==> src/design/y2r_pkg.sv <==
`timescale 1ns / 1ps
// ----------------------------------------------------------------------------
// y2r_pkg
// Shared constants, types and helpers for the YUYV to packed RGB10 converter.
// ----------------------------------------------------------------------------
package y2r_pkg;

   localparam int unsigned SumWidth = 24;
   localparam int unsigned ChanWidth = 10;
   localparam int unsigned FracBits = 10;

   typedef logic signed [SumWidth-1:0] sum_type;
   typedef logic [ChanWidth-1:0] chan_type;
   typedef logic [31:0] word_type;
   typedef logic [7:0] byte_type;

   localparam sum_type KRY = 24'sd4778;
   localparam sum_type KRU = 24'sd2;
   localparam sum_type KRV = 24'sd6931;
   localparam sum_type KGY = 24'sd4826;
   localparam sum_type KGU = -24'sd775;
   localparam sum_type KGV = -24'sd2670;
   localparam sum_type KBY = 24'sd4768;
   localparam sum_type KBU = 24'sd8809;
   localparam sum_type KBV = 24'sd11;

   localparam logic [8:0] LumaOffset = 9'd16;
   localparam logic [1:0] AlphaOpaque = 2'b11;
   localparam chan_type ChanMax = 10'h3FF;

   // floor shift, then clamp to 0..1023
   function automatic chan_type clamp_chan(input sum_type sum);
      sum_type shifted;
      begin
         shifted = sum >>> FracBits;
         if (sum[SumWidth-1]) begin
            clamp_chan = '0;
         end else if (shifted > sum_type'(ChanMax)) begin
            clamp_chan = ChanMax;
         end else begin
            clamp_chan = shifted[ChanWidth-1:0];
         end
      end
   endfunction

endpackage

==> src/design/y2r_stream_if.sv <==
`timescale 1ns / 1ps
// ----------------------------------------------------------------------------
// y2r stream interfaces
// Valid/ready channels for macropixel items and packed pixel result items.
// ----------------------------------------------------------------------------
interface y2r_req_if;
   logic       valid;
   logic       ready;
   logic [7:0] luma_first;
   logic [7:0] chroma_blue;
   logic [7:0] luma_second;
   logic [7:0] chroma_red;
   logic       last_in_line;
   logic       last_in_frame;

   modport source (output valid, luma_first, chroma_blue, luma_second, chroma_red,
                   last_in_line, last_in_frame, input ready);
   modport sink (input valid, luma_first, chroma_blue, luma_second, chroma_red,
                 last_in_line, last_in_frame, output ready);
endinterface

interface y2r_rsp_if;
   logic        valid;
   logic        ready;
   logic [31:0] pixel_word_first;
   logic [31:0] pixel_word_second;
   logic        line_done;
   logic        frame_done;

   modport source (output valid, pixel_word_first, pixel_word_second, line_done,
                   frame_done, input ready);
   modport sink (input valid, pixel_word_first, pixel_word_second, line_done,
                 frame_done, output ready);
endinterface

==> src/design/y2r_pixel_conv.sv <==
`timescale 1ns / 1ps
// ----------------------------------------------------------------------------
// y2r_pixel_conv
// One pixel: luma and shared chroma to a packed B10 G10 R10 A2 word.
// ----------------------------------------------------------------------------
module y2r_pixel_conv (
   input  y2r_pkg::byte_type luma,
   input  y2r_pkg::byte_type chroma_u,
   input  y2r_pkg::byte_type chroma_v,
   output y2r_pkg::word_type pixel_word
);
   import y2r_pkg::*;

   sum_type y_s;
   sum_type u_s;
   sum_type v_s;
   sum_type sum_r;
   sum_type sum_g;
   sum_type sum_b;

   always_comb begin
      y_s = sum_type'(signed'({1'b0, luma} - LumaOffset));
      u_s = sum_type'(signed'({~chroma_u[7], chroma_u[6:0]}));
      v_s = sum_type'(signed'({~chroma_v[7], chroma_v[6:0]}));
      sum_r = KRY * y_s + KRU * u_s + KRV * v_s;
      sum_g = KGY * y_s + KGU * u_s + KGV * v_s;
      sum_b = KBY * y_s + KBU * u_s + KBV * v_s;
      pixel_word = {clamp_chan(sum_b), clamp_chan(sum_g), clamp_chan(sum_r), AlphaOpaque};
   end

endmodule

==> src/design/yuyv_to_rgb10_packer.sv <==
`timescale 1ns / 1ps
// ----------------------------------------------------------------------------
// yuyv_to_rgb10_packer
// YUYV 4:2:2 macropixel to two packed 10-bit RGB pixel words.
// ----------------------------------------------------------------------------
// Takes one item per clock and returns one result item per item, passed
// through an input register, the color matrix and clamp of both pixels,
// and a result register. Input is held off only while both registers
// hold items and the result is not taken; otherwise an item enters every cycle.
module yuyv_to_rgb10_packer (
   input logic        clock,
   input logic        reset,
   y2r_req_if.sink    req_chan,
   y2r_rsp_if.source  rsp_chan
);
   import y2r_pkg::*;

   logic     in_valid_ff, in_valid_in;
   byte_type y0_ff, u_ff, y1_ff, v_ff;
   logic     line_ff, frame_ff;

   logic     out_valid_ff, out_valid_in;
   word_type word0_ff, word1_ff;
   logic     line_out_ff, frame_out_ff;

   word_type word0_in, word1_in;
   logic     adv_out, adv_in;

   assign adv_out = !out_valid_ff || rsp_chan.ready;
   assign adv_in = !in_valid_ff || adv_out;
   assign req_chan.ready = adv_in;

   assign in_valid_in = adv_in ? req_chan.valid : in_valid_ff;
   assign out_valid_in = adv_out ? in_valid_ff : out_valid_ff;

   y2r_pixel_conv u_conv_first (
      .luma       (y0_ff),
      .chroma_u   (u_ff),
      .chroma_v   (v_ff),
      .pixel_word (word0_in)
   );

   y2r_pixel_conv u_conv_second (
      .luma       (y1_ff),
      .chroma_u   (u_ff),
      .chroma_v   (v_ff),
      .pixel_word (word1_in)
   );

   always_ff @(posedge clock) begin
      if (reset) begin
         in_valid_ff <= 1'b0;
         out_valid_ff <= 1'b0;
      end else begin
         in_valid_ff <= in_valid_in;
         out_valid_ff <= out_valid_in;
      end
   end

   always_ff @(posedge clock) begin
      if (adv_in) begin
         y0_ff <= req_chan.luma_first;
         u_ff <= req_chan.chroma_blue;
         y1_ff <= req_chan.luma_second;
         v_ff <= req_chan.chroma_red;
         line_ff <= req_chan.last_in_line;
         frame_ff <= req_chan.last_in_frame;
      end
      if (adv_out) begin
         word0_ff <= word0_in;
         word1_ff <= word1_in;
         line_out_ff <= line_ff;
         frame_out_ff <= frame_ff;
      end
   end

   assign rsp_chan.valid = out_valid_ff;
   assign rsp_chan.pixel_word_first = word0_ff;
   assign rsp_chan.pixel_word_second = word1_ff;
   assign rsp_chan.line_done = line_out_ff;
   assign rsp_chan.frame_done = frame_out_ff;

endmodule
==> src/flat_wrapper.sv <==
// flat-port wrapper written by rule: the top's interface ports become plain ports
module yuyv_to_rgb10_packer_flat import y2r_pkg::*;
  (clock, reset, req_chan_valid, req_chan_luma_first, req_chan_chroma_blue, req_chan_luma_second, req_chan_chroma_red, req_chan_last_in_line, req_chan_last_in_frame, req_chan_ready, rsp_chan_valid, rsp_chan_pixel_word_first, rsp_chan_pixel_word_second, rsp_chan_line_done, rsp_chan_frame_done, rsp_chan_ready);
  y2r_req_if req_chan_i ();
  y2r_rsp_if rsp_chan_i ();
  input logic clock;
  input logic reset;
  input wire logic [$bits(req_chan_i.valid)-1:0] req_chan_valid;
  input wire logic [$bits(req_chan_i.luma_first)-1:0] req_chan_luma_first;
  input wire logic [$bits(req_chan_i.chroma_blue)-1:0] req_chan_chroma_blue;
  input wire logic [$bits(req_chan_i.luma_second)-1:0] req_chan_luma_second;
  input wire logic [$bits(req_chan_i.chroma_red)-1:0] req_chan_chroma_red;
  input wire logic [$bits(req_chan_i.last_in_line)-1:0] req_chan_last_in_line;
  input wire logic [$bits(req_chan_i.last_in_frame)-1:0] req_chan_last_in_frame;
  output wire logic [$bits(req_chan_i.ready)-1:0] req_chan_ready;
  output wire logic [$bits(rsp_chan_i.valid)-1:0] rsp_chan_valid;
  output wire logic [$bits(rsp_chan_i.pixel_word_first)-1:0] rsp_chan_pixel_word_first;
  output wire logic [$bits(rsp_chan_i.pixel_word_second)-1:0] rsp_chan_pixel_word_second;
  output wire logic [$bits(rsp_chan_i.line_done)-1:0] rsp_chan_line_done;
  output wire logic [$bits(rsp_chan_i.frame_done)-1:0] rsp_chan_frame_done;
  input wire logic [$bits(rsp_chan_i.ready)-1:0] rsp_chan_ready;
  assign req_chan_i.valid = req_chan_valid;
  assign req_chan_i.luma_first = req_chan_luma_first;
  assign req_chan_i.chroma_blue = req_chan_chroma_blue;
  assign req_chan_i.luma_second = req_chan_luma_second;
  assign req_chan_i.chroma_red = req_chan_chroma_red;
  assign req_chan_i.last_in_line = req_chan_last_in_line;
  assign req_chan_i.last_in_frame = req_chan_last_in_frame;
  assign req_chan_ready = req_chan_i.ready;
  assign rsp_chan_valid = rsp_chan_i.valid;
  assign rsp_chan_pixel_word_first = rsp_chan_i.pixel_word_first;
  assign rsp_chan_pixel_word_second = rsp_chan_i.pixel_word_second;
  assign rsp_chan_line_done = rsp_chan_i.line_done;
  assign rsp_chan_frame_done = rsp_chan_i.frame_done;
  assign rsp_chan_i.ready = rsp_chan_ready;
  yuyv_to_rgb10_packer u_core (.clock(clock), .reset(reset), .req_chan(req_chan_i), .rsp_chan(rsp_chan_i));
endmodule
==> config.mk <==
export PLATFORM = sky130hd
export DESIGN_NAME = yuyv_to_rgb10_packer_flat
export DESIGN_NICKNAME = d
export VERILOG_FILES = /design/src/design/y2r_pkg.sv /design/src/design/y2r_stream_if.sv /design/src/design/y2r_pixel_conv.sv /design/src/design/yuyv_to_rgb10_packer.sv /design/src/flat_wrapper.sv
export SDC_FILE = /design/constraint.sdc
export NUM_CORES = 1
export LEC_CHECK = 0
export ABC_AREA = 1
export BUFFER_PORTS_ARGS = -buffer_cell sky130_fd_sc_hd__buf_2
export CAP_MARGIN = 20
export CORE_UTILIZATION = 55
export CTS_CLUSTER_SIZE = 12
export DETAILED_ROUTE_END_ITERATION = 12
export PLACE_DENSITY_LB_ADDON = 0.15
export SLEW_MARGIN = 5
export SYNTH_ARGS = -nofsm -noshare
export SYNTH_HDL_FRONTEND = slang
export SYNTH_SLANG_ARGS = --single-unit
==> constraint.sdc <==
create_clock -name clock -period 10.85 [get_ports clock]
set_input_delay 2.17 -clock clock [delete_from_list [all_inputs] [get_ports clock]]
set_output_delay 2.17 -clock clock [all_outputs]
set_load 0.05 [all_outputs]
==> results.json, run 1 <==
{
  "cp_slowest_cell": "fa_1",
  "ys_warn_count": 0,
  "cpMostUsedCell": "nand2_1",
  "wl_met1_microns": 38400,
  "fillers": 5219,
  "cts.reportedPaths.clkPinSlew_ns": 0.08,
  "drt-pass1-iter-count": 6,
  "finClkSkew_ns": 0.0136,
  "finalSetupTns_ns": 0,
  "grt_pass1_vias": 25100,
  "drtIter0Drc": 1751,
  "synth_commonest_cells": "inv_1, nand2_1, ha_1",
  "tightest_slew_ns": 0.983,
  "ant_nets": 0,
  "worstSetupEndpointType": "flip-flop",
  "cts_num_sinks": 98,
  "clk_path_buf_depth": 2,
  "drc": 0,
  "nNetsFinal": 5121,
  "min_from": "u_core.frame_ff",
  "setup_viol": 0,
  "syn_area_per_cell_sq_um": 7.49,
  "grt_usage_pct": 30.8,
  "netlist.area_leader.share_pct": 22.9,
  "io_buffer_count": 101,
  "maxSlewHeadroom_pct": 34.4,
  "ctsResizeCount": 0,
  "n_antenna_cell": 0,
  "vias": 25900,
  "grt-ovfl-total": 0,
  "reg2reg_depth": 32,
  "die_y_microns": 237,
  "hpwl_microns": 73600,
  "critPathRequiredTime_ns": 11.02,
  "drt-total-wl_microns": 84500,
  "r2r_setup_slack_ns": 2.67,
  "startpoint_type": "flip-flop",
  "core_sq_um": 54300,
  "place_ws_ns": 2.81,
  "maxCapViolCount": 0,
  "ys_ff_latch": 98,
  "wl_met3_microns": 6340,
  "postCtsHoldBufs": 0,
  "synthTopCellsByArea": "ha_1, fa_1, inv_1",
  "ys_types": 44,
  "antenna_found_initial": 1,
  "finalMaxSlewViolations": 0,
  "worstReg2RegEnd": "u_core.rsp_chan.pixel_word_first[8]",
  "synthToLayoutAreaGrowth_pct": 6.14,
  "critPathMaxStageDelay_ns": 0.53,
  "synth_area_sq_um": 30500,
  "die_area_sq_um": 56400,
  "die_x_microns": 237,
  "via_per_inst": 5.24,
  "start_util_pct": 56.1,
  "r2r_start": "u_core.y0_ff[4]",
  "clock.fmax_mhz": 122,
  "postLayoutCellArea_sq_um": 32400,
  "dpl_cell_area_sq_um": 32000,
  "place.gp.congestion": 1.03,
  "cts_buffers": 9,
  "grt_pass1_wl_microns": 133000,
  "cts_max_level": 3,
  "ys_seq_area_share_pct": 9.58,
  "insertion_delay_ns": 0.41,
  "synth.most_common_cell": "inv_1",
  "min_to": "u_core.rsp_chan.frame_done",
  "hold_viol": 0,
  "layout_min_cycle_time_ns": 8.18,
  "synth_edf_count": 96,
  "setup_slack_ns": 2.67,
  "io_pins": 106,
  "yosys.area.top_type": "ha_1",
  "cp.arrival_ns": 8.35,
  "crit_family": "adder cells",
  "rows": 85,
  "critPathBufInv": 4,
  "routed-wl-met2_microns": 37900,
  "wire_per_inst_microns": 17.1,
  "cts_root_buffer": "clkbuf_16",
  "cts_tree": "built",
  "seqCellArea_sq_um": 2920,
  "multiInputGateArea_sq_um": 23900,
  "drive_above_1_share_pct": 3.93,
  "status": "finished clean",
  "hp-class": "reg -> reg",
  "netlist_instances": 4073,
  "synthArstFlopShare_pct": 0,
  "hold_depth": 0,
  "critPathMaxFanout": 9,
  "crit_type": "reg -> reg",
  "synthFlopType": "edfxtp_1",
  "rsz0062_at_grt": "false",
  "cts_setup_buffers": 0,
  "top_layer_used": "met4",
  "post-route-period-util_pct": 75.4,
  "grt_start_max_net_pins": 64
}
==> metal layers <==
| layer | track usage (%) | up-vias |
|---|---|---|
| met5 | 0 | - |
| li1 | - | 13000 |
| met3 | 7.43 | 102 |
| met4 | 7.47 | 0 |
| met2 | 49.7 | 657 |
| met1 | 41.5 | 12100 |
==> placed cells by master (no fill, tap or decap), drive strengths merged, types with 24 or more instances in the layout <==
master and instances:
inv 965, nand3b 24, nand4 51, nor3 41, a21oi 220, nand2 970
xor2 115, buf 114, o21ai 78, xnor2 75, nor2 251, nand3 184
fa 334, ha 558, edfxtp 96, o21bai 29
==> stage by stage <==
| step | util [%] | hold slack (ns) | instances |
|---|---|---|---|
| CTS | 59.5 | 0.425 | 4933 |
| floorplan | - | 0.400 | 4076 |
| global route | 59.6 | 0.433 | 4935 |
| finish | 59.6 | 0.424 | 4935 |
| global placement | 58.9 | 0.400 | 4917 |
| detailed placement | 58.9 | 0.405 | 4917 |
==> state kept, by name, summed over array words and instances, names as in the netlist <==
name	cells
u_core.frame_ff	1
u_core.in_valid_ff	1
u_core.line_ff	1
u_core.rsp_chan.frame_done	1
u_core.rsp_chan.line_done	1
u_core.rsp_chan.pixel_word_first	30
u_core.rsp_chan.pixel_word_second	30
u_core.rsp_chan.valid	1
u_core.u_ff	8
u_core.v_ff	8
u_core.y0_ff	8
u_core.y1_ff	8
==> logic make-up after synthesis <==
logic type                 after synthesis  share of synthesized area [%]
xor gates and xnor gates               190                           5.58
AOI/OAI and AO/OA                      382                           6.98
and+or+nand+nor                       1535                           21.0
other                                    1                         0.0123
buffers and inverters                  975                           12.1
DFF                                     98                           9.58
adders and majority gates              892                           44.8
==> layout make-up <==
cell class / count / area share [%]
clock buffer: 12 / 0.792
clock inverter: 4 / 0.305
inverter: 965 / 11.2
multi-input combinational: 3003 / 74.0
sequential: 98 / 9.03
tap: 739 / 2.86
timing repair buffer: 114 / 1.87
==> worst max path at each step <==
stage,slack (ns),to,cells past startpoint,startpoint
2_1_floorplan,2.72,u_core.rsp_chan.pixel_word_second[12],31,u_core.u_ff[7]
3_3_place_gp,2.87,u_core.rsp_chan.pixel_word_first[4],32,u_core.y0_ff[4]
3_5_place_dp,2.81,u_core.rsp_chan.pixel_word_first[8],32,u_core.y0_ff[4]
4_1_cts,2.78,u_core.rsp_chan.pixel_word_first[8],32,u_core.y0_ff[4]
5_1_grt,2.14,u_core.rsp_chan.pixel_word_first[8],32,u_core.y0_ff[4]
6_report,2.67,u_core.rsp_chan.pixel_word_first[8],32,u_core.y0_ff[4]
Power of run 1 is left out: the tool's default activity adds up to more than one toggle a clock period on the data nets, which glitch-free logic cannot reach.
==> run 2, diff against run 1 <==
Clock period 10.85 ns to 7.28 ns, I/O delays scaled along.
==> run 2 against run 1 <==
Net effect: final area increased by 4.0%; sequential share of layout area decreased by 0.35 points; clock skew rose by 0.013 ns; routed wire length fell by 0.86%; hold slack is essentially flat; global-route usage shrank 0.46 points; register-to-register slack lost 2.3 ns; maximum frequency grew 18%; critical path type unchanged; sequential cell count is the same; via count increased by 1.3%; clock-buffer cell count fell by 3.
==> results.json, run 2 (synthesized netlist as in run 1, its figures left out) <==
{
  "postLayoutCellArea_sq_um": 33700,
  "cts_tree": "built",
  "finClkSkew_ns": 0.0269,
  "postCtsHoldBufs": 0,
  "critPathMaxStageDelay_ns": 0.50,
  "grt_pass1_vias": 25700,
  "crit_start": "u_core.y1_ff[4]",
  "crit_type": "reg -> reg",
  "die_area_sq_um": 56400,
  "grt_start_max_net_pins": 64,
  "wire_per_inst_microns": 16.7,
  "worstSetupEndpointType": "flip-flop",
  "core_sq_um": 54300,
  "drt-pass1-iter-count": 5,
  "drc": 0,
  "final_cells": 5010,
  "clock.fmax_mhz": 144,
  "start_util_pct": 56.1,
  "tightest_slew_ns": 1.01,
  "rows": 85,
  "reg2reg_depth": 33,
  "layout_min_cycle_time_ns": 6.96,
  "critPathBufInv": 7,
  "drtIter0Drc": 1686,
  "post-route-period-util_pct": 95.6,
  "cts_max_level": 3,
  "r2r_start": "u_core.y1_ff[4]",
  "dpl_cell_area_sq_um": 32500,
  "ant_nets": 0,
  "rsz0062_at_grt": "true",
  "startpoint_type": "flip-flop",
  "crit_end": "u_core.rsp_chan.pixel_word_second[18]",
  "io_pins": 106,
  "n_antenna_cell": 0,
  "synthToLayoutAreaGrowth_pct": 10.4,
  "maxSlewHeadroom_pct": 32.5,
  "drive_above_1_share_pct": 8.43,
  "setup_slack_ns": 0.319,
  "worstReg2RegEnd": "u_core.rsp_chan.pixel_word_second[18]",
  "maxCapViolCount": 0,
  "place.gp.congestion": 0.992,
  "die_x_microns": 237,
  "cts_root_buffer": "clkbuf_16",
  "setup_viol": 0,
  "cp_slowest_cell": "fa_1",
  "hpwl_microns": 73200,
  "grt_usage_pct": 30.3,
  "hp-class": "reg -> reg",
  "drt-total-wl_microns": 83800,
  "worst-path-stages": 33,
  "cp.arrival_ns": 7.14,
  "cts_buffers": 9,
  "hold_viol": 0,
  "finalMaxSlewViolations": 0,
  "nNetsFinal": 5196,
  "antenna_found_initial": 0,
  "final_common_cell": "inv_1",
  "layout_common_cells": "inv_1, nand2_1, ha_1",
  "die_y_microns": 237,
  "status": "finished clean",
  "cts_num_sinks": 98,
  "via_per_inst": 5.23,
  "grt-ovfl-total": 0,
  "insertion_delay_ns": 0.42,
  "io_buffer_count": 101,
  "cts.reportedPaths.clkPinSlew_ns": 0.09,
  "critPathMaxFanout": 5,
  "clk_path_buf_depth": 2,
  "post-place-cells": 4981,
  "vias": 26200,
  "grt_pass1_wl_microns": 133000,
  "critPathRequiredTime_ns": 7.46,
  "crit_family": "adder cells",
  "place_ws_ns": 0.0577,
  "r2r_setup_slack_ns": 0.32
}
-- run 2: cell types whose count changed in the layout (fill, tap and decap cells not counted), moves of 9 or more --
| cell | previous run | this run |
|---|---|---|
| ha_1 | 558 | 521 |
| a21oi_2 | 0 | 20 |
| o21ai_0 | 75 | 63 |
| buf_4 | 12 | 81 |
| xor2_2 | 1 | 11 |
| xor2_1 | 112 | 102 |
| nand2_2 | 13 | 22 |
| ha_4 | 0 | 25 |
| a21oi_1 | 220 | 198 |
| ha_2 | 0 | 12 |
| nor2_2 | 0 | 10 |
| nand2_1 | 955 | 945 |
| nor2_1 | 245 | 235 |
-- run 2: metrics by stage --
step,utilization (%),setup TNS [ns],hold WS (ns)
4_1_cts,60.5,0,0.426
6_report,62.0,0,0.424
2_1_floorplan,-,0,0.400
3_3_place_gp,59.9,0,0.403
5_1_grt,62.0,-1.28,0.439
3_5_place_dp,59.9,0,0.406
-- run 2: worst min-delay path by stage --
stage | from | end | slack, ns | depth (start not counted)
floorplan | u_core.frame_ff | u_core.rsp_chan.frame_done | 0.40 | 0
global placement | u_core.frame_ff | u_core.rsp_chan.frame_done | 0.40 | 0
detailed placement | u_core.line_ff | u_core.rsp_chan.line_done | 0.41 | 0
CTS | u_core.line_ff | u_core.rsp_chan.line_done | 0.43 | 0
global route | u_core.line_ff | u_core.rsp_chan.line_done | 0.44 | 0
finish | u_core.line_ff | u_core.rsp_chan.line_done | 0.42 | 0
-- run 2: cell type report --
cell class,count,area [sq um]
Inverter,965,3630
Sequential cell,98,2920
Fill cell,5110,20700
Tap cell,739,925
Clock buffer,9,225
Timing Repair Buffer,185,1160
Clock inverter,7,98.8
Multi-Input combinational cell,3007,24700
-- run 2: routing by layer --
layer  up-vias  GRT usage [%]  share of wire [%]
met1     12300           40.9                 45
met4         0           7.80                2.5
met2       615           50.6                 46
met5         -              0                  0
met3       115           4.81                6.1
li1      13100              -                  -
-- run 2: what timing repair did --
| item | 4_1_cts | 5_1_grt |
|---|---|---|
| setup endpoints to repair | 0 | 60 |
| resized for setup | 0 | 143 |
| buffers inserted | 0 | 9 |
Power of run 2 is left out for the same reason.
